### config.mk
export PLATFORM = sky130hd
export DESIGN_NAME = ppi_ctrl
export DESIGN_NICKNAME = d
export VERILOG_FILES = /design/src/sv/ppi_pkg.sv /design/src/sv/ppi_ctrl.sv
export SDC_FILE = /design/constraint.sdc
export NUM_CORES = 1
export LEC_CHECK = 0
export ABC_AREA = 1
export BUFFER_PORTS_ARGS = -buffer_cell sky130_fd_sc_hd__buf_2
export CAP_MARGIN = 20
export CORE_MARGIN = 1.5
export CORE_UTILIZATION = 40
export CTS_CLUSTER_DIAMETER = 50
export CTS_CLUSTER_SIZE = 40
export DETAILED_ROUTE_END_ITERATION = 7
export MAX_ROUTING_LAYER = met4
export PLACE_DENSITY_LB_ADDON = 0.3
export SETUP_SLACK_MARGIN = 0.3
export SLEW_MARGIN = 0
export SYNTH_ARGS = -nofsm -noshare
export SYNTH_HDL_FRONTEND = slang
export SYNTH_SLANG_ARGS = --single-unit
### constraint.sdc
create_clock -name clk -period 1.5 [get_ports clk]
set_input_delay 0.15 -clock clk [delete_from_list [all_inputs] [get_ports clk]]
set_output_delay 0.15 -clock clk [all_outputs]
set_load 0.05 [all_outputs]
### src/sv/ppi_pkg.sv
`timescale 1ns / 1ps
package ppi_pkg;

  localparam int ANGLE_BITS_DEF    = 32;
  localparam int CORDIC_STAGES_DEF = 16;
  localparam int ATAN_LEN          = 24;

  localparam logic signed [31:0] CORDIC_GAIN = 32'sd652032874;
  localparam logic signed [31:0] INV_TWO_PI  = 32'sd683565276;

  localparam logic [1:0] OP_SET_VEL = 2'd0;
  localparam logic [1:0] OP_TICK    = 2'd1;
  localparam logic [1:0] OP_RESET   = 2'd2;

  // datapath commands
  localparam logic [3:0] CMD_NONE      = 4'd0;
  localparam logic [3:0] CMD_LOAD_VEL  = 4'd1;
  localparam logic [3:0] CMD_TICK_INIT = 4'd2;
  localparam logic [3:0] CMD_ROT       = 4'd3;
  localparam logic [3:0] CMD_MUL_V     = 4'd4;
  localparam logic [3:0] CMD_VEL_SUM   = 4'd5;
  localparam logic [3:0] CMD_STEP_MUL  = 4'd6;
  localparam logic [3:0] CMD_POS_UPD   = 4'd7;
  localparam logic [3:0] CMD_QUAT_INIT = 4'd8;
  localparam logic [3:0] CMD_QUAT_OUT  = 4'd9;
  localparam logic [3:0] CMD_RST_INIT  = 4'd10;
  localparam logic [3:0] CMD_RST_PRE   = 4'd11;
  localparam logic [3:0] CMD_VEC       = 4'd12;
  localparam logic [3:0] CMD_RST_DONE  = 4'd13;

  localparam logic [1:0] MODE_ROTATE = 2'd0;
  localparam logic [1:0] MODE_VECTOR = 2'd1;

  typedef struct packed {
    logic [3:0] cmd;
    logic [4:0] iter;
  } ppi_cmd_t;

  function automatic logic [31:0] atan_entry(input logic [4:0] i);
    logic [31:0] v;
    case (i)
      5'd0:  v = 32'h20000000;
      5'd1:  v = 32'h12E4051E;
      5'd2:  v = 32'h09FB385B;
      5'd3:  v = 32'h051111D4;
      5'd4:  v = 32'h028B0D43;
      5'd5:  v = 32'h0145D7E1;
      5'd6:  v = 32'h00A2F61E;
      5'd7:  v = 32'h00517C55;
      5'd8:  v = 32'h0028BE53;
      5'd9:  v = 32'h00145F2F;
      5'd10: v = 32'h000A2F98;
      5'd11: v = 32'h000517CC;
      5'd12: v = 32'h00028BE6;
      5'd13: v = 32'h000145F3;
      5'd14: v = 32'h0000A2FA;
      5'd15: v = 32'h0000517D;
      5'd16: v = 32'h000028BE;
      5'd17: v = 32'h0000145F;
      5'd18: v = 32'h00000A30;
      5'd19: v = 32'h00000518;
      5'd20: v = 32'h0000028C;
      5'd21: v = 32'h00000146;
      5'd22: v = 32'h000000A3;
      5'd23: v = 32'h00000051;
      default: v = 32'h0;
    endcase
    return v;
  endfunction

endpackage

### src/sv/ppi_ctrl.sv
`timescale 1ns / 1ps
module ppi_ctrl #(
  parameter int CORDIC_STAGES = ppi_pkg::CORDIC_STAGES_DEF
) (
  input  logic             clk,
  input  logic             rst_n,
  input  logic             in_valid,
  output logic             in_stall,
  input  logic [1:0]       in_op,
  output logic             out_valid,
  input  logic             out_stall,
  output ppi_pkg::ppi_cmd_t cmd
);

  localparam logic [3:0] S_IDLE  = 4'd0;
  localparam logic [3:0] S_ROT   = 4'd1;
  localparam logic [3:0] S_MULV  = 4'd2;
  localparam logic [3:0] S_VSUM  = 4'd3;
  localparam logic [3:0] S_SMUL  = 4'd4;
  localparam logic [3:0] S_POS   = 4'd5;
  localparam logic [3:0] S_QINIT = 4'd6;
  localparam logic [3:0] S_QROT  = 4'd7;
  localparam logic [3:0] S_QOUT  = 4'd8;
  localparam logic [3:0] S_RPRE  = 4'd9;
  localparam logic [3:0] S_VEC   = 4'd10;
  localparam logic [3:0] S_RDONE = 4'd11;
  localparam logic [3:0] S_OUT   = 4'd12;
  localparam logic [4:0] LAST    = 5'(CORDIC_STAGES - 1);

  logic [3:0] state_r, state_nxt;
  logic [4:0] iter_r, iter_nxt;
  logic       out_valid_r, out_valid_nxt;
  logic       take;

  assign in_stall  = (state_r != S_IDLE) || out_valid_r;
  assign take      = in_valid && !in_stall;
  assign out_valid = out_valid_r;

  always_comb begin
    state_nxt     = state_r;
    iter_nxt      = iter_r;
    out_valid_nxt = out_valid_r && out_stall;
    cmd.cmd       = ppi_pkg::CMD_NONE;
    cmd.iter      = iter_r;
    case (state_r)
      S_IDLE: begin
        iter_nxt = '0;
        if (take) begin
          case (in_op)
            ppi_pkg::OP_SET_VEL: cmd.cmd = ppi_pkg::CMD_LOAD_VEL;
            ppi_pkg::OP_TICK: begin
              cmd.cmd   = ppi_pkg::CMD_TICK_INIT;
              state_nxt = S_ROT;
            end
            ppi_pkg::OP_RESET: begin
              cmd.cmd   = ppi_pkg::CMD_RST_INIT;
              state_nxt = S_RPRE;
            end
            default: cmd.cmd = ppi_pkg::CMD_NONE;
          endcase
        end
      end
      S_ROT: begin
        cmd.cmd  = ppi_pkg::CMD_ROT;
        iter_nxt = iter_r + 5'd1;
        if (iter_r == LAST) state_nxt = S_MULV;
      end
      S_MULV: begin
        cmd.cmd = ppi_pkg::CMD_MUL_V;
        state_nxt = S_VSUM;
      end
      S_VSUM: begin
        cmd.cmd = ppi_pkg::CMD_VEL_SUM;
        state_nxt = S_SMUL;
      end
      S_SMUL: begin
        cmd.cmd = ppi_pkg::CMD_STEP_MUL;
        state_nxt = S_POS;
      end
      S_POS: begin
        cmd.cmd = ppi_pkg::CMD_POS_UPD;
        state_nxt = S_QINIT;
      end
      S_QINIT: begin
        cmd.cmd   = ppi_pkg::CMD_QUAT_INIT;
        iter_nxt  = '0;
        state_nxt = S_QROT;
      end
      S_QROT: begin
        cmd.cmd  = ppi_pkg::CMD_ROT;
        iter_nxt = iter_r + 5'd1;
        if (iter_r == LAST) state_nxt = S_QOUT;
      end
      S_QOUT: begin
        cmd.cmd = ppi_pkg::CMD_QUAT_OUT;
        state_nxt = S_OUT;
      end
      S_RPRE: begin
        cmd.cmd   = ppi_pkg::CMD_RST_PRE;
        iter_nxt  = '0;
        state_nxt = S_VEC;
      end
      S_VEC: begin
        cmd.cmd  = ppi_pkg::CMD_VEC;
        iter_nxt = iter_r + 5'd1;
        if (iter_r == LAST) state_nxt = S_RDONE;
      end
      S_RDONE: begin
        cmd.cmd = ppi_pkg::CMD_RST_DONE;
        state_nxt = S_OUT;
      end
      S_OUT: begin
        out_valid_nxt = 1'b1;
        state_nxt     = S_IDLE;
      end
      default: state_nxt = S_IDLE;
    endcase
  end

  always_ff @(posedge clk) begin
    if (!rst_n) begin
      state_r     <= S_IDLE;
      iter_r      <= '0;
      out_valid_r <= 1'b0;
    end else begin
      state_r     <= state_nxt;
      iter_r      <= iter_nxt;
      out_valid_r <= out_valid_nxt;
    end
  end

endmodule

== Word-level counts from Yosys, hierarchy flattened ==
Index checks and enable logic that the tools add are counted.

* Register bits after elaboration: 10
* Bits of input ports: 6
* Logic and storage cells: 48

* Add/sub/neg operators: 1
* Eq/ne operators: 20
* Multiplexer cells: 11
* Reduce and logical (&&, ||, !) cells: 13

{| class="wikitable"
|+ Operators by type and width
! operator !! number
|-
| $pmux W4 S11 || 2
|-
| $eq A4 B4 Y1 const B || 5
|-
| $mux W4 || 5
|-
| $eq A4 B3 Y1 const B || 4
|-
| $pmux W4 S3 || 1
|-
| $pmux W5 S2 || 1
|-
| $eq A4 B2 Y1 const B || 2
|-
| $ne A2 B2 Y1 const B || 4
|-
| $pmux W4 S2 || 1
|-
| $reduce_or A3 Y1 || 2
|-
| $add A5 B1 Y5 const B || 1
|-
| $eq A5 B4 Y1 const B || 1
|-
| $reduce_and A5 Y1 || 1
|-
| $eq A4 B1 Y1 const B || 1
|-
| $logic_not A4 Y1 || 1
|-
| $reduce_bool A4 Y1 || 1
|-
| $reduce_or A2 Y1 || 2
|-
| $ne A3 B1 Y1 const B || 1
|-
| $eq A2 B1 Y1 const B || 1
|-
| $eq A2 B2 Y1 const B || 1
|-
| $logic_and A1 B1 Y1 || 2
|-
| $logic_not A2 Y1 || 1
|-
| $reduce_bool A2 Y1 || 1
|-
| $logic_not A1 Y1 || 1
|-
| 2 further kinds || 2
|}

== Longest topological paths before layout ==
Gate-level depths: netlist of run 1.

* Depth in word-level cells: 6
* Depth in mapped cells: 9

== Worst setup path after synthesis of run 1 ==
Ideal clock, no wire load.

* Kind: register -> output
* Start point: register state_r[0]
* End point: output port cmd[5] (netlist name)
* Arrival time: 1.767 ns
* Required time: 1.350 ns
* Path slack: -0.417 ns
* Cell stages (with the launch flop): 7
* Path buffers: 0
* Path through: dfxtp_1 nor2_1 nand2_1 or2_4 nor2_4 a21oi_1 nor2_1

{| class="wikitable"
|+ RTL lines
! element !! RTL line !! text
|-
| start, declared || ppi_ctrl.sv:30 || <nowiki>logic [3:0] state_r, state_nxt;</nowiki>
|-
| start signal, assigned || ppi_ctrl.sv:126 || <nowiki>state_r <= state_nxt;</nowiki>
|-
| end, declared || ppi_ctrl.sv:12 || <nowiki>output ppi_pkg::ppi_cmd_t cmd</nowiki>
|}

==> results of run 1 <==
[synthesized netlist by cell type]
cell | count | area share, %
nand2_1 | 26 | 13
inv_1 | 15 | 7.5
nor2_1 | 15 | 7.5
a21oi_1 | 10 | 6.7
dfxtp_1 | 10 | 27
nand3_1 | 7 | 4.7
ha_1 | 6 | 10
nor2_4 | 4 | 6.0
o21ai_0 | 4 | 2.7
inv_2 | 2 | 1.0
nand2_4 | 2 | 3.0
a21o_1 | 1 | 1.0
nand2_2 | 1 | 0.84
nand3_4 | 1 | 2.3
nand3b_1 | 1 | 1.0
nand4_1 | 1 | 0.84
nor2_2 | 1 | 0.84
o22ai_1 | 1 | 0.84
o31ai_1 | 1 | 1.0
or2_4 | 1 | 1.2
xor2_1 | 1 | 1.2
[metal layers]
metal,vias up,track usage [%],routed length (µm)
met5,-,-,0
met4,0,8.57,36
met3,5,1.18,72
met2,22,35.3,1070
met1,383,24.1,770
li1,422,-,-
[state kept, by name, summed over array words and instances, names as in the netlist]
signal and flops:
iter_r 5, out_valid 1, state_r 4
[stage by stage]
stage / util, % / std cells / TNS [ns]
2_1_floorplan: - / 111 / -0.0599
3_3_place_gp: 54.5 / 155 / 0
3_5_place_dp: 54.5 / 155 / -0.000378
4_1_cts: 63.4 / 165 / -0.489
5_1_grt: 68.4 / 167 / -0.795
6_report: 68.4 / 167 / -0.392
[worst reg2reg max path, delay by kind of cell, from the launching register on]
family | cells | cell delay (ns)
and+or+nand+nor | 5 | 0.51
DFF | 1 | 0.37
buffers and inverters | 3 | 0.36
AOI/OAI and AO/OA | 1 | 0.15
[layout by cell type (no fill, tap or decap)]
cell type and n:
ha_1 4, clkbuf_4 3, nand3_4 1, nor2_1 10, a21oi_2 8, xor2_1 1
dfxtp_4 5, inv_2 5, nand3_1 4, nand3b_1 1, nor2_2 1, buf_6 9
a21o_2 1, clkbuf_8 1, nand2_2 11, nand2_4 3, a21oi_1 2, ha_2 1
o22ai_1 1, nor2_4 9, or2_4 1, dfxtp_2 5, buf_8 1, o21ai_0 2
o31ai_1 1, nand3_2 3, buf_4 5, buf_2 12, nand2_1 15, inv_1 12
o21ai_2 2, ha_4 1, nand4_1 1
[power groups by stage]
stage	sequential, mW	clock, mW	combinational (mW)
3_5_place_dp	0.452	0	1.52
5_1_grt	0.469	0.268	2.18
2_1_floorplan	0.527	0	1.12
4_1_cts	0.449	0.252	1.87
6_report	0.461	0.246	2.03
3_3_place_gp	0.447	0	1.50
[worst max path at each step]
stage	start	depth (start not counted)	endpoint	slack, ns
floorplan	state_r[1]	6	cmd[8]	-0.06
global placement	state_r[2]	7	cmd[5]	0.05
detailed placement	state_r[2]	7	cmd[5]	-0.0004
CTS	state_r[3]	7	cmd[8]	-0.16
global route	state_r[3]	7	cmd[8]	-0.21
finish	state_r[3]	7	cmd[5]	-0.13
[timing repair]
| item | CTS | global route |
|---|---|---|
| hold endpoints to repair | 0 | 0 |
| setup buffers | 6 | 2 |
| pin swaps | 19 | 12 |
| endpoints found under the setup margin | 13 | 14 |
| gates resized for setup | 23 | 22 |
[cells by family (layout without fill, tap and decap cells)]
logic type | count (synthesis) | in the layout | synth area share (%)
compound gates | 17 | 17 | 12.2
xor+xnor | 1 | 1 | 1.17
fa+ha+maj | 6 | 6 | 10.0
buf+inv | 17 | 48 | 8.53
flops | 10 | 10 | 26.8
simple gates | 60 | 60 | 41.3
[area by class of cell]
class                           count  area (µm²)  share of cell area [%]
Multi-Input combinational cell     84         623                    52.2
Sequential cell                    10         225                    18.9
Timing Repair Buffer               27         214                    17.9
Inverter                           17        63.8                    5.35
Clock buffer                        4        36.3                    3.04
Tap cell                           25        31.3                    2.62
==> run summary, run 1 <==
critical path cell sequence - nor2_4, nand2_2, or2_4, nor2_4, a21oi_2, nor2_4, buf_6
area delta synth->final - 59.5%
DP Area - 951 µm²
GPL Wtd Cong - 0.874
reg2reg path depth - 9
Int Power - 1.30 mW
total chip power - 2.74 mW
Worst EP arrival - 1.48 ns
total core area - 1750 µm²
Vias - 832
CP Data Required Time - 1.35 ns
Num CTS Buffers - 3
WS Path Type - reg -> out
Ys Warns - 0
CTS Root Cell - clkbuf_4
Die H - 46.3 µm
WL per Instance - 11.7 µm
total track usage - 20.4%
endpoints failing setup - 4
total clock sinks - 10
Sw Pwr - 1.44 mW
Hold WC Path Type - in -> reg
final WL - 1.95 mm
switch share - 52.5%
final setup margin - -0.131 ns
Die ar. - 2140 µm²
Routed Antenna Nets - 0
Hold WS - 0.117 ns
Initial DRC Count - 9
# port buffers - 16
unrepaired setup endpoints after global routing - true
layout cells sized above 1 - 62.0%
WHS Endpoint - out_valid
Post-CTS Hold Fix Bufs - 0
family with the most delay on the worst path - simple AND/OR/NAND/NOR gates
Hold Violations, Final - 0
io pins - 17
post-synthesis register bit count - 10
worst skew pair latency - 0.27 ns
fillers - 143
# DRC - 0
Starting Density - 42.9%
CTS H-Tree Depth - 1
failing checks - setup timing
Vias/cell - 4.98
Chip Width - 46.3 µm
detailed placement HPWL - 1.35 mm
CP peak stage delay - 0.37 ns
Pwr Density - 2290 nW/µm²
Slew headroom - 79.6%
DRT Pass-1 Iters - 4
Worst VDD drop - 1.41 mV
Reg-to-Reg Start - state_r[3]
slowest stage cell, crit path - dfxtp_4
largest net degree at the start of global routing - 8
CP bufs+invs - 1
vias in the first global route - 744
Clock Path Buffers - 2
antenna violations before repair - 0
nets - 155
max-capacitance violation count - 0
pre-CTS setup slack - -0.000378 ns
first-pass GRT wire length - 3.02 mm
Cell variety after synth - 21
Mapped Cells - 111
status - finished, violations left
CP Capture Type - primary output
Std-Cell Rows - 15
P_leak - 0.578 nW
post-synthesis cell area - 748 µm²
Hold Startpoint - out_stall
CTS tree - yes
Syn Nets - 123
period utilization - 109%
sequential group share of total power - 16.8%
fmax - 613 MHz
Seq/Total Area, Yosys - 26.8%
Diodes inserted - 0
Final Cell Area - 1190 µm²
Worst-path clk slew - 0.07 ns
fin. max-slew vios - 0
crit start category - register
synthesized area per cell - 6.74 µm²
Layout Skew - 0.00526 ns
Crit Path Max Fanout - 4
Worst-Margin Slew - 0.305 ns
Worst path most repeated cell - nor2_4
part of the power in combinational logic - 74.2%
total gr overflow - 0
crit path time final - 1.63 ns
reg-to-reg endpoint - state_r[1]
Hold Path Cell Cnt - 3
Clock power frac - 9.0%
Worst R2R Setup Slack - 0.02 ns
No activity file was read; power rests on OpenSTA's default activity.
==> run 2: changes to the inputs <==
CORE_UTILIZATION = 30   (was 40)
==> run 2 against run 1 <==
- the run still ends with setup timing left
- routed wire length up 3.5%
- hold slack improved by 0.010 ns
- combinational power increased by 8%
- count of clock-buffer cells in the layout is the same
- sequential power hardly changed
- clock power down 21%
- first-iteration DRC count is the same
==> run summary, run 2 (synthesis results as in run 1) <==
Final Cell Area - 1230 µm²
total gr overflow - 0
CP peak stage delay - 0.36 ns
status - finished, violations left
Die H - 52.9 µm
Int Power - 1.39 mW
total core area - 2280 µm²
sequential group share of total power - 16.2%
CP Capture Type - primary output
Hold Startpoint - out_stall
max-capacitance violation count - 0
crit start category - register
failing checks - setup timing
Worst-path clk slew - 0.07 ns
Vias - 852
# DRC - 0
crit path time final - 1.65 ns
final setup margin - -0.154 ns
vias in the first global route - 798
Std-Cell Rows - 17
nets - 160
Chip Width - 52.9 µm
Diodes inserted - 0
Post-CTS Hold Fix Bufs - 0
fillers - 222
area delta synth->final - 64.0%
layout cells sized above 1 - 61.9%
Reg-to-Reg Start - state_r[3]
first-pass GRT wire length - 3.39 mm
Slew headroom - 79.5%
Hold WC Path Type - in -> reg
DP Area - 962 µm²
Worst path most repeated cell - nor2_4
most common cell after layout, fill and taps aside - nand2_1
Initial DRC Count - 9
Clock power frac - 6.8%
Sw Pwr - 1.46 mW
Worst-Margin Slew - 0.306 ns
Routed Antenna Nets - 0
Num CTS Buffers - 3
final WL - 2.02 mm
GPL Wtd Cong - 0.850
Top reg by flops - iter_r
unrepaired setup endpoints after global routing - true
CTS tree - yes
CTS Root Cell - clkbuf_4
CTS H-Tree Depth - 1
Clock Path Buffers - 2
Worst VDD drop - 1.66 mV
max reg flops - 5
Layout Skew - 0.00857 ns
antenna violations before repair - 0
WL per Instance - 11.5 µm
critical path cell sequence - nor2_4, nand2_2, or2_4, nor2_4, a21oi_2, nor2_4, buf_8
total track usage - 16.9%
Hold Violations, Final - 0
fmax - 605 MHz
io pins - 17
worst skew pair latency - 0.27 ns
DRT Pass-1 Iters - 4
family with the most delay on the worst path - simple AND/OR/NAND/NOR gates
# port buffers - 16
WS Path Type - reg -> out
Crit Path Max Fanout - 4
part of the power in combinational logic - 76.9%
Worst EP arrival - 1.50 ns
largest net degree at the start of global routing - 8
Worst Setup SP - state_r[3]
endpoints failing setup - 3
commonest non-fill, non-tap cells in the layout - 16 x nand2_1, 12 x inv_1, 11 x buf_2, 11 x buf_4, 10 x nand2_2
period utilization - 110%
detailed placement HPWL - 1.39 mm
switch share - 51.2%
P_leak - 0.596 nW
total clock sinks - 10
CP Data Required Time - 1.35 ns
fin. max-slew vios - 0
Vias/cell - 4.87
slowest stage cell, crit path - dfxtp_4
Die ar. - 2800 µm²
CP bufs+invs - 1
total chip power - 2.85 mW
Starting Density - 32.9%
Pwr Density - 2330 nW/µm²
[run 2: cell types whose count changed in the layout (fill, tap and decap cells not counted), sizes merged]
| cell | change |
|---|---|
| buf | +5 |
[run 2: worst reg2reg max path: stages (launching register included)]
cell	delay [ns]
dfxtp_4	0.36
buf_4	0.14
nor2_4	0.17
nand2_4	0.06
buf_6	0.13
nand3_4	0.11
nand2_4	0.11
a21oi_1	0.16
nor2_1	0.06
[run 2: metal layers]
layer	vias up	global-route usage, %	wire length (µm)
met4	0	7.69	38
met3	5	1.69	74
li1	429	-	-
met1	400	18.1	874
met2	18	31.3	1030
met5	-	-	0
[run 2: area by class of cell]
type,instances,area [µm²],share of cell area (%)
Inverter,17,63.8,5.20
Tap cell,28,35.0,2.85
Multi-Input combinational cell,84,613,49.9
Clock buffer,4,26.3,2.14
Sequential cell,10,228,18.6
Timing Repair Buffer,32,262,21.3
[run 2: metrics by stage]
stage / TNS, ns / hold slack [ns] / instances / utilization (%) / setup WS (ns)
floorplan: -0.0599 / 0.256 / 111 / - / -0.0599
global placement: 0 / 0.402 / 159 / 42.3 / 0.0598
detailed placement: 0 / 0.416 / 159 / 42.3 / 0.0370
CTS: -0.357 / 0.128 / 171 / 49.4 / -0.129
global route: -0.705 / 0.138 / 175 / 53.9 / -0.226
finish: -0.429 / 0.128 / 175 / 53.9 / -0.154
[run 2: power groups by stage]
stage	Combinational, mW	Clock (mW)	Sequential [mW]
2_1_floorplan	1.12	0	0.527
3_3_place_gp	1.54	0	0.447
3_5_place_dp	1.56	0	0.449
4_1_cts	1.90	0.201	0.453
5_1_grt	2.35	0.220	0.470
6_report	2.20	0.195	0.463
[run 2: path summary, 6_finish.rpt]
check | end | slack [ns] | cells after the start
setup / recovery | cmd[5] | -0.15 | 7
hold reg to reg | iter_r[3] | 0.47 | 2
hold / removal | out_valid | 0.13 | 3
setup reg to reg | state_r[3] | 0.09 | 8
[run 2: timing repair]
action	in CTS	in global routing
pin swaps	10	10
setup endpoints to repair	13	14
buffers inserted	8	4
gates resized for setup	25	24
==> run 3: changes to the inputs <==
==> constraint.sdc (replaced) <==
create_clock -name clk -period 1.5 [get_ports clk]
set_input_delay 0.075 -clock clk [delete_from_list [all_inputs] [get_ports clk]]
set_output_delay 0.075 -clock clk [all_outputs]
set_load 0.05 [all_outputs]
==> run 3 against run 2 <==
- the flow still finishes with violations (setup timing)
- combinational power fell by 9%
- power fell by 6.5%
- global-route usage rose by 0.050 points
- highest routed layer unchanged
- via count fell by 3.6%
- first-iteration DRC count fell by 33%
- clock skew fell by 0.0077 ns
- core utilization fell by 3.2 points
- count of clock-buffer cells in the layout did not move
- critical path type unchanged
- cell count fell by 2.3%
- non-clock buffer count fell by 4
- routed wire length fell by 1.8%
- register-to-register slack got worse by 0.11 ns
==> run summary, run 3 (synthesis results as in run 1) <==
status - finished, violations left
failing checks - setup timing
Final Cell Area - 1150 µm²
crit start category - register
max-capacitance violation count - 0
WS Path Type - reg -> out
Int Power - 1.26 mW
vias in the first global route - 777
Vias - 821
Starting Density - 32.9%
layout cells sized above 1 - 51.7%
Vias/cell - 4.80
most common cell after layout, fill and taps aside - nand2_1
period utilization - 105%
CTS H-Tree Depth - 1
worst skew pair latency - 0.26 ns
Worst EP arrival - 1.50 ns
Crit Path Max Fanout - 3
CP Capture Type - primary output
Top reg by flops - iter_r
DRT Pass-1 Iters - 4
max reg flops - 5
CP peak stage delay - 0.36 ns
antenna violations before repair - 0
Post-CTS Hold Fix Bufs - 0
fin. max-slew vios - 0
critical path cell sequence - nor2_4, nand2_2, or2_4, nor2_4, a21oi_2, nor2_4, buf_6
CTS Root Cell - clkbuf_4
Diodes inserted - 0
first-pass GRT wire length - 3.37 mm
part of the power in combinational logic - 75.4%
total clock sinks - 10
fillers - 219
P_leak - 0.561 nW
pre-CTS setup slack - 0.0706 ns
GPL Wtd Cong - 0.825
unrepaired setup endpoints after global routing - true
final setup margin - -0.0709 ns
sequential group share of total power - 17.2%
DP Area - 940 µm²
family with the most delay on the worst path - simple AND/OR/NAND/NOR gates
Clock Path Buffers - 2
# port buffers - 16
Slew headroom - 83.3%
Worst-path clk slew - 0.06 ns
# DRC - 0
WL per Instance - 11.6 µm
endpoints failing setup - 6
Worst VDD drop - 1.42 mV
Chip Width - 52.9 µm
CTS tree - yes
Worst path most repeated cell - nor2_4
slowest stage cell, crit path - dfxtp_4
total track usage - 17.0%
Pwr Density - 2310 nW/µm²
crit path time final - 1.57 ns
Num CTS Buffers - 3
Hold Violations, Final - 0
total gr overflow - 0
total chip power - 2.67 mW
Setup Total Neg Slack - -0.234 ns
CP bufs+invs - 1
Hold WC Path Type - in -> reg
Seq. cell area - 228 µm²
Std-Cell Rows - 17
commonest non-fill, non-tap cells in the layout - 21 x nand2_1, 14 x inv_1, 12 x buf_2, 10 x nor2_1
Routed Antenna Nets - 0
detailed placement HPWL - 1.28 mm
Initial DRC Count - 6
Multi-input gate area - 584 µm²
total core area - 2280 µm²
switch share - 52.6%
CP Data Required Time - 1.42 ns
Die ar. - 2800 µm²
Sw Pwr - 1.40 mW
Layout Skew - 0.000829 ns
largest net degree at the start of global routing - 8
io pins - 17
nets - 156
Clock power frac - 7.4%
Die H - 52.9 µm
Worst-Margin Slew - 0.250 ns
fmax - 637 MHz
final WL - 1.98 mm
area delta synth->final - 54.3%
## run 3: cell count changes in the layout (fill, tap and decap cells not counted), moves of 2 or more
cell     change
buf_8        -2
nand2_4      -2
buf_4        -4
nor2_2       -2
nor2_1       +2
a21oi_2      -3
a21oi_1      +3
inv_1        +2
nand2_1      +5
inv_2        -2
nand2_2      -4
## run 3: metrics by stage
| step | util, % | instances | hold slack, ns |
|---|---|---|---|
| final | 50.7 | 171 | 0.0466 |
| after global routing | 50.7 | 171 | 0.0476 |
| after CTS | 49.6 | 170 | 0.0477 |
| after detailed placement | 41.3 | 156 | 0.330 |
| after global placement | 41.3 | 156 | 0.326 |
| after floorplan | - | 111 | 0.181 |
## run 3: worst register-to-register path: stages, from the launching register on
cell and delay, ns:
dfxtp_4 0.36, buf_4 0.14, buf_6 0.11, nor2_4 0.18, nand2_4 0.08, buf_6 0.14
nand3_4 0.12, nand2_8 0.09, a21oi_2 0.13, nor2_1 0.05
## run 3: power by group through the flow
| stage | Combinational, mW | Sequential, mW | Clock, mW |
|---|---|---|---|
| floorplan | 1.12 | 0.527 | 0 |
| global placement | 1.45 | 0.475 | 0 |
| detailed placement | 1.45 | 0.480 | 0 |
| CTS | 1.92 | 0.459 | 0.204 |
| global route | 2.16 | 0.471 | 0.221 |
| finish | 2.01 | 0.459 | 0.197 |
## run 3: metal layers
layer / routed length, µm / share of wire [%] / track usage (%) / vias to the layer above
met1: 875 / 44 / 19.8 / 370
met2: 980 / 49 / 27.7 / 22
met3: 75 / 3.8 / 3.11 / 7
met4: 48 / 2.4 / 8.97 / 0
li1: - / - / - / 422
met5: 0 / 0 / - / -
## run 3: final cells by class
| cell class | instances | share of cell area, % |
|---|---|---|
| inverter | 17 | 5.53 |
| sequential | 10 | 19.7 |
| clock buffer | 4 | 2.28 |
| timing repair buffer | 28 | 18.9 |
| tap | 28 | 3.03 |
| multi-input combinational | 84 | 50.6 |
## run 3: final timing paths
kind	start	end	slack [ns]	depth (start not counted)
min reg2reg	out_valid	out_valid	0.47	2
max reg2reg	state_r[3]	state_r[1]	-0.02	9
min	out_stall	out_valid	0.05	3
max	state_r[3]	cmd[5]	-0.07	7
## run 3: what timing repair did
action | in CTS | in global routing
setup buffers | 10 | 1
setup endpoints to repair | 13 | 14
resized for setup | 26 | 5
pin swaps | 14 | 8
